**src/design/psp_pkg.sv**
```systemverilog
`timescale 1ns / 1ps

package psp_pkg;

  localparam int ModeW = 9;
  localparam int AbsCntW = 4;

  localparam logic [7:0] CH_PLUS  = 8'h2B;
  localparam logic [7:0] CH_EQ    = 8'h3D;
  localparam logic [7:0] CH_DASH  = 8'h2D;
  localparam logic [7:0] CH_COMMA = 8'h2C;
  localparam logic [7:0] CH_NL    = 8'h0A;
  localparam logic [7:0] CH_NUL   = 8'h00;

  localparam logic [AbsCntW-1:0] ABS_LEN  = 4'd9;
  localparam logic [AbsCntW-1:0] ABS_OVER = 4'd10;
  localparam logic [ModeW-1:0]   TOP_BIT  = 9'h100;

  typedef enum logic [1:0] {
    PH_SEEK = 2'd0,
    PH_WHO  = 2'd1,
    PH_PERM = 2'd2
  } phase_t;

  typedef struct packed {
    logic [AbsCntW-1:0] count;
    logic               ok;
    logic [ModeW-1:0]   bits;
  } abs_st_t;

  typedef struct packed {
    phase_t           phase;
    logic [2:0]       who;
    logic             assign_op;
    logic [2:0]       perm;
    logic [ModeW-1:0] work;
    logic             err;
  } clause_st_t;

  typedef struct packed {
    logic             err;
    logic [ModeW-1:0] work;
  } finish_t;

  function automatic logic [7:0] to_lower(input logic [7:0] c);
    logic [7:0] r;
    r = c;
    if (c >= "A" && c <= "Z") begin
      r = c + 8'd32;
    end
    return r;
  endfunction

  function automatic logic is_blank(input logic [7:0] c);
    return (c == 8'h20) || (c >= 8'h09 && c <= 8'h0D);
  endfunction

  function automatic logic [2:0] who_bits(input logic [7:0] lc);
    logic [2:0] r;
    case (lc)
      "u": r = 3'b100;
      "g": r = 3'b010;
      "o": r = 3'b001;
      "a": r = 3'b111;
      default: r = 3'b000;
    endcase
    return r;
  endfunction

  function automatic logic [2:0] perm_bits(input logic [7:0] lc);
    logic [2:0] r;
    case (lc)
      "r": r = 3'b100;
      "w": r = 3'b010;
      "x": r = 3'b001;
      default: r = 3'b000;
    endcase
    return r;
  endfunction

  // Applies one finished clause to the working mode, or flags an error for '+' with no permission.
  function automatic finish_t finish_clause(input clause_st_t st);
    finish_t          f;
    logic [ModeW-1:0] affected;
    logic [ModeW-1:0] bits;
    affected = {{3{st.who[2]}}, {3{st.who[1]}}, {3{st.who[0]}}};
    bits = affected & {3{st.perm}};
    f.err = 1'b0;
    f.work = st.work;
    if (!st.assign_op && st.perm == 3'b000) begin
      f.err = 1'b1;
    end else if (st.assign_op) begin
      f.work = (st.work & ~affected) | bits;
    end else begin
      f.work = st.work | bits;
    end
    return f;
  endfunction

endpackage

```
**src/design/psp_abs.sv**
```systemverilog
`timescale 1ns / 1ps

module psp_abs (
  input  psp_pkg::abs_st_t st,
  input  logic [7:0]       lc,
  output psp_pkg::abs_st_t st_next
);
  import psp_pkg::*;

  logic [7:0] want;

  always_comb begin
    case (st.count)
      4'd0, 4'd3, 4'd6: want = "r";
      4'd1, 4'd4, 4'd7: want = "w";
      default:          want = "x";
    endcase
  end

  always_comb begin
    st_next = st;
    if (!is_blank(lc)) begin
      if (st.count < ABS_LEN) begin
        if (lc == want) begin
          st_next.bits = st.bits | (TOP_BIT >> st.count);
        end else if (lc != CH_DASH) begin
          st_next.ok = 1'b0;
        end
        st_next.count = st.count + 4'd1;
      end else begin
        st_next.count = ABS_OVER;
        st_next.ok = 1'b0;
      end
    end
  end

endmodule

```
**src/design/psp_clause.sv**
```systemverilog
`timescale 1ns / 1ps

module psp_clause (
  input  psp_pkg::clause_st_t st,
  input  logic [7:0]          lc,
  output psp_pkg::clause_st_t st_next
);
  import psp_pkg::*;

  function automatic clause_st_t seek_step(input clause_st_t s, input logic [7:0] c);
    clause_st_t r;
    logic [2:0] w;
    r = s;
    w = who_bits(c);
    if (is_blank(c) || c == CH_COMMA) begin
      r = s;
    end else if (w != 3'b000) begin
      r.who = w;
      r.phase = PH_WHO;
    end else begin
      r.err = 1'b1;
    end
    return r;
  endfunction

  logic [2:0] w;
  logic [2:0] p;
  finish_t    fin;
  clause_st_t after_fin;

  always_comb begin
    w = who_bits(lc);
    p = perm_bits(lc);
    fin = finish_clause(st);
    after_fin = st;
    after_fin.phase = PH_SEEK;
    after_fin.err = fin.err;
    after_fin.work = fin.work;
    st_next = st;
    if (!st.err) begin
      case (st.phase)
        PH_WHO: begin
          if (w != 3'b000) begin
            st_next.who = st.who | w;
          end else if (lc == CH_PLUS || lc == CH_EQ) begin
            st_next.assign_op = (lc == CH_EQ);
            st_next.perm = 3'b000;
            st_next.phase = PH_PERM;
          end else begin
            st_next.err = 1'b1;
          end
        end
        PH_PERM: begin
          // A non-perm byte closes the clause and, if the clause is valid, is then read afresh.
          if (p != 3'b000) begin
            st_next.perm = st.perm | p;
          end else if (fin.err) begin
            st_next = after_fin;
          end else begin
            st_next = seek_step(after_fin, lc);
          end
        end
        default: begin
          st_next = seek_step(st, lc);
        end
      endcase
    end
  end

endmodule

```
**src/design/permission_string_parser_core.sv**
```systemverilog
`timescale 1ns / 1ps

// Channel  Handshake             Payload
// in       in_valid / in_ready   char_in[7:0], last
// out      out_valid / out_ready new_mode[8:0], invalid
//
// One byte is taken every cycle while in_ready is high; the parse state updates in the same cycle.
// The result of a line is registered and appears the cycle after its last
// byte is taken; a new byte is taken while that result waits only if out_ready is high.
// in_ready drops only while a result is held and out_ready is low.
// Synchronous reset clears the held mode to zero and starts a fresh line.

module permission_string_parser_core (
  input  logic                     clk,
  input  logic                     rst,
  input  logic                     in_valid,
  output logic                     in_ready,
  input  logic [7:0]               char_in,
  input  logic                     last,
  output logic                     out_valid,
  input  logic                     out_ready,
  output logic [psp_pkg::ModeW-1:0] new_mode,
  output logic                     invalid
);
  import psp_pkg::*;

  logic [ModeW-1:0] held_mode;
  logic [ModeW-1:0] held_mode_next;
  abs_st_t          abs_st;
  abs_st_t          abs_step;
  abs_st_t          abs_after;
  clause_st_t       cl_st;
  clause_st_t       cl_step;
  clause_st_t       cl_after;
  logic             line_ended;
  logic             line_ended_after;
  logic [7:0]       lc;
  logic             take;
  logic             bad;
  finish_t          fin;

  assign lc = to_lower(char_in);
  assign take = in_valid && in_ready;
  assign in_ready = !out_valid || out_ready;

  psp_abs u_abs (
    .st      (abs_st),
    .lc      (lc),
    .st_next (abs_step)
  );

  psp_clause u_clause (
    .st      (cl_st),
    .lc      (lc),
    .st_next (cl_step)
  );

  always_comb begin
    abs_after = abs_st;
    cl_after = cl_st;
    line_ended_after = line_ended;
    if (!line_ended) begin
      if (char_in == CH_NL || char_in == CH_NUL) begin
        line_ended_after = 1'b1;
      end else begin
        abs_after = abs_step;
        cl_after = cl_step;
      end
    end

    fin = finish_clause(cl_after);
    held_mode_next = held_mode;
    bad = 1'b0;
    if (abs_after.ok && abs_after.count == ABS_LEN) begin
      held_mode_next = abs_after.bits;
    end else begin
      // A clause still open at the end of the line is closed here.
      bad = (abs_after.count == '0) || (cl_after.phase == PH_WHO) || cl_after.err ||
            (cl_after.phase == PH_PERM && fin.err);
      if (!bad) begin
        held_mode_next = (cl_after.phase == PH_PERM) ? fin.work : cl_after.work;
      end
    end
  end

  always_ff @(posedge clk) begin
    if (rst) begin
      held_mode <= '0;
      abs_st <= '{count: '0, ok: 1'b1, bits: '0};
      cl_st <= '{phase: PH_SEEK, who: '0, assign_op: 1'b0, perm: '0, work: '0, err: 1'b0};
      line_ended <= 1'b0;
      out_valid <= 1'b0;
    end else begin
      if (take && last) begin
        held_mode <= held_mode_next;
        abs_st <= '{count: '0, ok: 1'b1, bits: '0};
        cl_st <= '{phase: PH_SEEK, who: '0, assign_op: 1'b0, perm: '0,
                   work: held_mode_next, err: 1'b0};
        line_ended <= 1'b0;
        out_valid <= 1'b1;
      end else begin
        if (take) begin
          abs_st <= abs_after;
          cl_st <= cl_after;
          line_ended <= line_ended_after;
        end
        if (out_ready) begin
          out_valid <= 1'b0;
        end
      end
    end
  end

  always_ff @(posedge clk) begin
    if (take && last) begin
      new_mode <= held_mode_next;
      invalid <= bad;
    end
  end

endmodule
```
**config.mk**
```make
export PLATFORM = sky130hd
export DESIGN_NAME = permission_string_parser_core
export DESIGN_NICKNAME = d
export VERILOG_FILES = /design/src/design/psp_pkg.sv /design/src/design/psp_abs.sv /design/src/design/psp_clause.sv /design/src/design/permission_string_parser_core.sv
export SDC_FILE = /design/constraint.sdc
export NUM_CORES = 1
export LEC_CHECK = 0
export BUFFER_PORTS_ARGS = -buffer_cell sky130_fd_sc_hd__clkbuf_2
export CAP_MARGIN = 5
export CELL_PAD_IN_SITES_DETAIL_PLACEMENT = 0
export CELL_PAD_IN_SITES_GLOBAL_PLACEMENT = 1
export CORE_MARGIN = 5
export CORE_UTILIZATION = 40
export DETAILED_ROUTE_END_ITERATION = 10
export HOLD_SLACK_MARGIN = 0.05
export PLACE_DENSITY_LB_ADDON = 0.3
export SYNTH_ARGS = -nofsm -noshare
export SYNTH_HDL_FRONTEND = slang
export SYNTH_SLANG_ARGS = --single-unit
```
**constraint.sdc**
```tcl
create_clock -name clk -period 6.8 [get_ports clk]
set_input_delay 0.68 -clock clk [delete_from_list [all_inputs] [get_ports clk]]
set_output_delay 0.68 -clock clk [all_outputs]
set_load 0.03 [all_outputs]
```
==> results of run 1 <==
==> through the flow <==
step	setup slack, ps	instance area [um^2]	hold slack [ps]
2_1_floorplan	3170	3630	426
4_1_cts	2840	3880	462
3_5_place_dp	2530	3770	448
6_report	2740	3880	459
3_3_place_gp	2540	3770	445
5_1_grt	2510	3880	485
==> layout make-up <==
cell class              instances  area, um^2  share of cell area (%)
clock buffers                   6        72.6                    1.87
inverters                      22        82.6                    2.13
repair buffers                 25         128                    3.29
flip-flops and latches         54        1180                    30.4
clock inverters                 2        37.5                   0.967
well taps                     108         135                    3.48
multi-input cells             346        2250                    57.8
==> flip-flops by register name, indices dropped and copies added (netlist names) <==
signal      flops
cl_st          19
held_mode       9
line_ended      1
abs_st         14
new_mode        9
out_valid       1
invalid         1
==> cells by family after synthesis <==
family	after synthesis
simple gates	170
mux	9
xor+xnor	2
flops	54
compound gates	156
buf+inv	46
fa+ha+maj	9
==> power by group through the flow <==
stage	registers [mW]	logic (mW)	clock network, mW
final	0.347	0.152	0.218
after detailed placement	0.354	0.149	0
after CTS	0.347	0.150	0.222
after global placement	0.354	0.149	0
after global routing	0.349	0.167	0.235
after floorplan	0.358	0.112	0
==> routing by layer <==
layer,vias to the layer above,track usage [%],part of all wire [%]
li1,1713,-,-
met1,1660,26.7,49
met2,93,28.6,45
met3,11,2.75,4.7
met4,0,3.94,1.2
met5,-,0,0
==> path summary, 6_finish.rpt <==
| check | from | end | slack [ps] |
|---|---|---|---|
| max | char_in[2] | cl_st[1]$_SDFFE_PP0P_ | 2740 |
| min | held_mode[7]$_SDFFE_PP0P_ | held_mode[7]$_SDFFE_PP0P_ | 460 |
| max reg2reg | abs_st[10]$_SDFFE_PP0P_ | cl_st[1]$_SDFFE_PP0P_ | 3460 |
| min reg2reg | held_mode[7]$_SDFFE_PP0P_ | held_mode[7]$_SDFFE_PP0P_ | 460 |
==> layout by cell type (no fill, tap or decap), types with 8 or more instances in the layout <==
cell type   n
o32ai_1     9
nand3_1    10
a31oi_1    15
clkbuf_2   24
edfxtp_1   10
nor3_1     18
nor2_1     51
o21ai_0    16
a211oi_1   11
nand2_1    37
dfxtp_1    44
and3_1      8
a22oi_1     9
a21oi_1    28
ha_1        9
inv_1      21
nor4_1      8
==> worst max-delay path, delay by kind of cell <==
kind,cells,cell delay (ps)
AND/OR/NAND/NOR,3,1100
multiplexers,1,400
buffers and inverters,3,530
AO/OA/AOI/OAI,6,1550
==> impl_metrics.tcl, run 1 <==
set metrics [dict create \
    nets 476 \
    routabilityCongestion 0.845 \
    synthAdderAreaFrac_pct 3.10 \
    synthTopCellsByArea "dfxtp_1 24%, edfxtp_1 8.3%, nor2_1 5.3%" \
    cts_tree "done" \
    ys_warn_count 0 \
    switching_share_pct 30.6 \
    portBuffers 24 \
    required_ps 7010 \
    final_core_util_pct 44.1 \
    p_per_area_nw_per_um2 185 \
    syn_to_final_growth_pct 6.82 \
    synth_mux_area_share_pct 2.58 \
    synth-xor-area-share_pct 0.482 \
    clock-root-buffer "clkbuf_8" \
    rsz0062_at_grt "no" \
    grt_pass1_vias 3249 \
    slew_violations 0 \
    syn_inst 446 \
    drt_pass1_iterations 5 \
    fill_cells 910 \
    drt_iter0_markers 290 \
    wire_per_inst_um 18.2 \
    fmax_mhz 246 \
    synth-simple-area-share_pct 23.1 \
    drc 0 \
    crit_type "input port to flop" \
    critical_path_arrival_ps 4260 \
    synth_area_um2 3630 \
    p_sw_mw 0.219 \
    path_cells "clkbuf_2 > nor2_1 > nand4_1 > a21oi_4 > a2111oi_0 > o311ai_0 > a21oi_1 > a31oi_1 > buf_4 > inv_1 > nor2_4 > mux2_2 > o211a_1" \
    post_synth_most_frequent_cells "51 x nor2_1, 44 x dfxtp_1, 37 x nand2_1" \
    yosysUniqueCellTypes 77 \
    die_w_um 105 \
    ys.flop_type "dfxtp_1" \
    power_frac_clock_pct 30.4 \
    cpPeakStageDelay_ps 590 \
    postCtsSetupBuffers 0 \
    slowest_stage "o311ai_0" \
    slew_headroom_pct 37.8 \
    grt_first_pass_wirelength_um 16700 \
    num_vias 3477 \
    fin_total_pwr_mw 0.716 \
    synth_enable_flop_cells 10 \
    hold_viol 0 \
    layout-drive-gt1-share_pct 13.2 \
    rows 34 \
    viasPerCell 6.18 \
    core_um2 8810 \
    synthesis.nets 468 \
    routed_wl_um 10200 \
    internal-power_mw 0.497 \
    whs_path_depth 2 \
    hold_path_class "flop to flop" \
    grt.overflow.total 0 \
    io_pins 25 \
    maxCapViolations 0 \
    instances_no_fill 563 \
    worstPathMaxFanout 15 \
    finalSetupViolations 0 \
    finalSetupTns_ps 0 \
    clk_transition_reported_paths_ps 100 \
    fin_crit_sh_pct 59.7 \
    yosysMostFrequentCell "nor2_1" \
    cp-start-kind "input port" \
    die_height_um 105 \
    yosysTopAreaCell "dfxtp_1" \
    start_util_pct 41.3 \
    ys_ff_latch 54 \
    cellLeakagePower_nw 1.41 \
    clock_latency_ps 310 \
    cts_hold_buf 0 \
    diodes 0 \
    cts_resized 0 \
    cts_buffer_depth 2 \
    status "finished, final reports clean" \
    power_frac_seq_pct 48.4 \
    cts_htree_levels 2 \
    skew_ps 6.75 \
    comb_power_share_pct 21.2 \
    synth-compound-area-share_pct 32.5 \
    antenna_found_initial 0 \
    clock-sinks 54 \
    drtAntennaViolNets 0 \
    ir_drop_mv 0.0755 \
    synth-async-reset-ratio_pct 0 \
    numCtsBuffers 5 \
    synth_top_family_by_area "compound AO/OA/AOI/OAI gates" \
    syn_avg_cell_area_um2 8.15 \
    dp_hpwl_um 7730 \
    tightest_slew_ps 909 \
    synth_top_area_share_pct 24.2 \
    r2r_cells 14 \
    grt_start_max_net_pins 22 \
    grtUsageTotal_pct 18.3 \
    endpoint_kind "flop" \
    finalWorstPathRequiredPeriod_ps 4060 \
    ys_seq_area_share_pct 32.5 \
    placedCellCount 555 \
    dieArea_um2 11100 \
]
No activity file was read; power rests on OpenSTA's default activity.
==> run 2: changes to the inputs <==
clock period = 4 ns   (was 6.8 ns; I/O delays follow)
==> run 2 against run 1 <==
Net effect: worst hold slack got worse by 56 ps; via count is 3.5% higher; critical path depth fell by 1; largest cell class unchanged; largest power group unchanged.
==> impl_metrics.tcl, run 2 (synthesis results as in run 1) <==
set metrics [dict create \
    fmax_mhz 285 \
    nets 488 \
    grt_pass1_vias 3434 \
    syn_to_final_growth_pct 8.67 \
    cts_tree "done" \
    hold_viol 0 \
    fin_crit_sh_pct 87.6 \
    dieArea_um2 11100 \
    portBuffers 24 \
    postCtsSetupBuffers 0 \
    rows 34 \
    slowest_stage "a222oi_1" \
    cp-start-kind "input port" \
    hold_path_class "input port to flop" \
    slew_headroom_pct 32.8 \
    cts_buffer_depth 2 \
    start_util_pct 41.3 \
    r2r_slack_ps 640 \
    viasPerCell 6.26 \
    numCtsBuffers 5 \
    core_um2 8810 \
    routed_wl_um 10500 \
    cpPeakStageDelay_ps 500 \
    layout-drive-gt1-share_pct 15.4 \
    largest_reg_flops 19 \
    rsz0062_at_grt "no" \
    num_vias 3598 \
    antenna_found_initial 0 \
    ir_drop_mv 0.142 \
    drt_pass1_iterations 5 \
    die_w_um 105 \
    p_per_area_nw_per_um2 297 \
    finalSetupTns_ps 0 \
    largest_register "cl_st" \
    finalWorstPathRequiredPeriod_ps 3500 \
    skew_ps 13.3 \
    crit_type "input port to flop" \
    layout_common_cells "51 x nor2_1, 44 x dfxtp_1, 37 x nand2_1, 28 x a21oi_1, 24 x clkbuf_2" \
    fin_total_pwr_mw 1.17 \
    clock_latency_ps 320 \
    cts_hold_buf 0 \
    clock-root-buffer "clkbuf_8" \
    clk_transition_reported_paths_ps 110 \
    drt_iter0_markers 325 \
    clock-sinks 54 \
    path_cells "clkbuf_2 > ha_1 > nand2_1 > or3_1 > o211ai_2 > a21oi_1 > o21ba_2 > a211o_4 > nor3_2 > o32ai_1 > a222oi_1 > inv_1" \
    grt_first_pass_wirelength_um 17500 \
    slew_violations 0 \
    finalSetupViolations 0 \
    worstPathMaxFanout 8 \
    required_ps 4070 \
    cp_top_family "compound AO/OA/AOI/OAI gates" \
    critical_path_arrival_ps 3570 \
    cts_resized 0 \
    cts_htree_levels 2 \
    critPathBufInv 2 \
    top_regs "cl_st x19, abs_st x14" \
    drtAntennaViolNets 0 \
    drc 0 \
    grt_start_max_net_pins 20 \
    die_height_um 105 \
    routabilityCongestion 0.872 \
    tightest_slew_ps 983 \
    io_pins 25 \
    diodes 0 \
    grtUsageTotal_pct 19.0 \
    status "finished, final reports clean" \
    wire_per_inst_um 18.2 \
    maxCapViolations 0 \
    cellLeakagePower_nw 1.45 \
    grt.overflow.total 0 \
    dp_hpwl_um 7960 \
    layout_commonest_cell "nor2_1" \
    endpoint_kind "flop" \
]
==> run 2: cell count changes in the layout (fill, tap and decap cells not counted), sizes merged <==
cell,previous run,this run
bufinv,1,0
buf,1,13
clkinvlp,1,2
==> run 2: routing by layer <==
metal / up-vias / share of wire, % / wire length (um) / GRT usage, %
met2: 131 / 44 / 4620 / 29.2
met4: 0 / 1.5 / 154 / 5.06
li1: 1737 / - / - / -
met3: 15 / 6.2 / 645 / 2.63
met1: 1715 / 48 / 5040 / 27.7
met5: - / 0 / 0 / 0
==> run 2: worst paths after layout <==
kind                              from                        end  cells past startpoint
min                               last      cl_st[3]$_SDFFE_PP0P_                      3
min reg2reg  held_mode[7]$_SDFFE_PP0P_  held_mode[7]$_SDFFE_PP0P_                      2
max reg2reg    abs_st[12]$_SDFFE_PP0P_      new_mode[3]$_DFFE_PP_                     10
max                         char_in[6]      new_mode[4]$_DFFE_PP_                     12
==> run 2: area by class of cell <==
cell class                      count  area, um^2
Fill cell                         904        4860
Multi-Input combinational cell    346        2250
Sequential cell                    54        1180
Timing Repair Buffer               37         218
Tap cell                          108         135
Inverter                           22        82.6
Clock buffer                        6        72.6
Clock inverter                      2        15.0
==> run 2: worst register-to-register path, delay by kind of cell, from the launching register on <==
family,cells,cell delay [ps]
compound gates,5,1780
fa+ha+maj,1,340
buf+inv,2,250
flops,1,560
simple gates,2,210
==> run 2: power breakdown <==
part / switching [mW] / leakage (nW) / internal [mW]
Sequential: 0.0153 / 0.453 / 0.574
Clock: 0.192 / 0.0374 / 0.124
Combinational: 0.177 / 0.960 / 0.0915
==> run 2: stage by stage <==
step	util, %	worst slack [ps]	cell area, um^2	hold slack, ps	std cells
floorplan	-	648	3630	426	446
global placement	43.9	278	3860	445	567
detailed placement	43.9	234	3860	449	567
CTS	44.9	597	3950	400	575
global route	44.9	314	3950	399	575
finish	44.9	496	3950	403	575
==> run 3: changes to the inputs <==
ABC_AREA = 1   (was unset)
==> run 3 against run 2 <==
Net effect: critical path type is now flop to flop; highest routed layer unchanged; sequential power is 3% higher; final cell count grew 27%; count of clock-buffer cells in the layout decreased by 1; flip-flop and latch count unchanged.
==> impl_metrics.tcl, run 3 <==
set metrics [dict create \
    start_util_pct 40.9 \
    skew_ps 12.5 \
    status "finished, final reports clean" \
    cp_top_family "simple AND/OR/NAND/NOR gates" \
    wire_per_inst_um 14.3 \
    final_cell_area_um2 4110 \
    endpoint_kind "flop" \
    drc 0 \
    ff_latch_area_um2 1180 \
    drt_pass1_iterations 5 \
    synth_top_area_share_pct 23.3 \
    hold_path_class "input port to flop" \
    cts_resized 0 \
    multi_input_area_um2 2200 \
    comb_power_share_pct 27.4 \
    cellLeakagePower_nw 1.91 \
    grtUsageTotal_pct 18.5 \
    required_ps 4240 \
    die_w_um 107 \
    largest_register "cl_st" \
    cts_tree "done" \
    io_pins 25 \
    antenna_found_initial 0 \
    cts_buffer_depth 2 \
    cpPeakStageDelay_ps 500 \
    diodes 0 \
    synthesis.nets 602 \
    slew_headroom_pct 51.6 \
    cts_hold_buf 0 \
    core_um2 9240 \
    ys_warn_count 0 \
    reg2reg_from "abs_st[10]$_SDFFE_PP0P_" \
    tightest_slew_ps 726 \
    numCtsBuffers 5 \
    slew_violations 0 \
    fin_crit_sh_pct 76.7 \
    postCtsSetupBuffers 0 \
    top_regs "cl_st x19, abs_st x14" \
    placedCellCount 725 \
    num_vias 3812 \
    synthTopCellsByArea "dfxtp_1 23%, nand2_1 15%, edfxtp_1 8.0%" \
    clock-sinks 54 \
    synth-async-reset-ratio_pct 0 \
    cp-start-kind "flop" \
    portBuffers 24 \
    cts_htree_levels 2 \
    rsz0062_at_grt "no" \
    finalSetupTns_ps 0 \
    layout_commonest_cell "nand2_1" \
    syn_avg_cell_area_um2 6.51 \
    layout_common_cells "150 x nand2_1, 77 x inv_1, 57 x nor2_1, 44 x dfxtp_1, 39 x nand3_1" \
    ys.flop_type "dfxtp_1" \
    routed_wl_um 10500 \
    largest_reg_flops 19 \
    hold_viol 0 \
    dp_hpwl_um 8160 \
    rows 35 \
    power_frac_seq_pct 47.4 \
    final_core_util_pct 44.5 \
    p_sw_mw 0.456 \
    fin_total_pwr_mw 1.27 \
    worstPathMaxFanout 9 \
    die_height_um 107 \
    clk_transition_reported_paths_ps 110 \
    grt_start_max_net_pins 27 \
    ys_seq_area_share_pct 31.3 \
    viasPerCell 5.20 \
    dieArea_um2 11500 \
    instances_no_fill 733 \
    critPathBufInv 3 \
    internal-power_mw 0.818 \
    grt_pass1_vias 3557 \
    synth_enable_flop_cells 10 \
    finalWorstPathRequiredPeriod_ps 3070 \
    crit_type "flop to flop" \
    drtAntennaViolNets 0 \
    yosysTopAreaCell "dfxtp_1" \
    fmax_mhz 326 \
    critical_path_arrival_ps 3310 \
    post_synth_most_frequent_cells "150 x nand2_1, 77 x inv_1, 57 x nor2_1" \
    clock_latency_ps 310 \
    syn_inst 580 \
    syn_to_final_growth_pct 8.82 \
    yosysMostFrequentCell "nand2_1" \
    path_cells "inv_1 > ha_1 > or2_2 > nand2_1 > nand2_1 > inv_1 > o21ai_0 > nor3_1 > nand2_1 > nor2_1 > a31oi_1 > nand2_1 > nand2_1 > inv_1 > nand3_1 > a21oi_1" \
    slowest_stage "nor2_1" \
    cpMostUsedCell "nand2_1" \
    nets 625 \
    placed_area_um2 4020 \
    routabilityCongestion 0.900 \
    clock-root-buffer "clkbuf_8" \
    ir_drop_mv 0.175 \
    maxCapViolations 0 \
    switching_share_pct 35.8 \
    yosysUniqueCellTypes 39 \
    synth_area_um2 3770 \
    startpoint "abs_st[10]$_SDFFE_PP0P_" \
    min_from "out_ready" \
    layout-drive-gt1-share_pct 13.7 \
    power_frac_clock_pct 25.1 \
    grt_first_pass_wirelength_um 17300 \
    drt_iter0_markers 236 \
    ys_ff_latch 54 \
    p_per_area_nw_per_um2 310 \
    fill_cells 996 \
    grt.overflow.total 0 \
    finalSetupViolations 0 \
]
-- run 3: cell count changes after synthesis, sizes merged, moves of 7 or more --
cell     delta
inv        +67
o2bb2ai     -7
nor2b       -7
nand2     +124
a21oi       +8
a211oi     -13
nor3       -12
nand3      +39
nor2       +14
o21ai      +20
o32ai       -9
clkbuf      -8
and3        -8
nor4        -7
-- run 3: worst min-delay path, stage by stage --
cell	delay, ps
clkbuf_2	80
inv_1	30
nand2_1	80
nand2_1	60
nand2_1	50
inv_1	30
-- run 3: logic make-up (layout without fill, tap and decap cells) --
kind of cell / count (synthesis) / after routing / share of synthesized area, %
compound gates: 124 / 124 / 19.2
fa+ha+maj: 9 / 9 / 2.98
buf+inv: 99 / 123 / 10.3
flops: 54 / 54 / 31.3
simple gates: 294 / 294 / 36.2
-- run 3: final timing paths --
| path | to | slack (ps) | cells after the start |
|---|---|---|---|
| hold reg to reg | held_mode[6]$_SDFFE_PP0P_ | 470 | 2 |
| setup reg to reg | cl_st[8]$_SDFFE_PP0P_ | 930 | 16 |
| hold / removal | out_valid$_SDFFE_PP0P_ | 440 | 6 |
| setup / recovery | cl_st[8]$_SDFFE_PP0P_ | 930 | 16 |
-- run 3: area by class of cell --
cell class	count	share of cell area, %
Inverter	89	8.19
Clock inverter	3	0.487
Multi-Input combinational cell	427	53.7
Tap cell	129	3.93
Clock buffer	5	1.68
Sequential cell	54	28.8
Timing Repair Buffer	26	3.29
-- run 3: power groups by stage --
stage	Sequential (mW)	Clock [mW]	Combinational [mW]
floorplan	0.628	0	0.252
global placement	0.616	0	0.346
detailed placement	0.616	0	0.347
CTS	0.604	0.324	0.348
global route	0.608	0.349	0.394
finish	0.604	0.320	0.350
-- run 3: through the flow --
| stage | worst slack (ps) | hold WS [ps] |
|---|---|---|
| 2_1_floorplan | 1400 | 427 |
| 3_3_place_gp | 863 | 447 |
| 3_5_place_dp | 848 | 444 |
| 4_1_cts | 907 | 445 |
| 5_1_grt | 516 | 479 |
| 6_report | 930 | 443 |
-- run 3: layer usage --
| layer | GRT usage [%] | vias up | part of all wire, % |
|---|---|---|---|
| li1 | - | 1956 | - |
| met3 | 2.29 | 12 | 3.8 |
| met2 | 31.6 | 107 | 47 |
| met1 | 25.3 | 1737 | 48 |
| met5 | 0 | - | 0 |
| met4 | 3.11 | 0 | 0.96 |
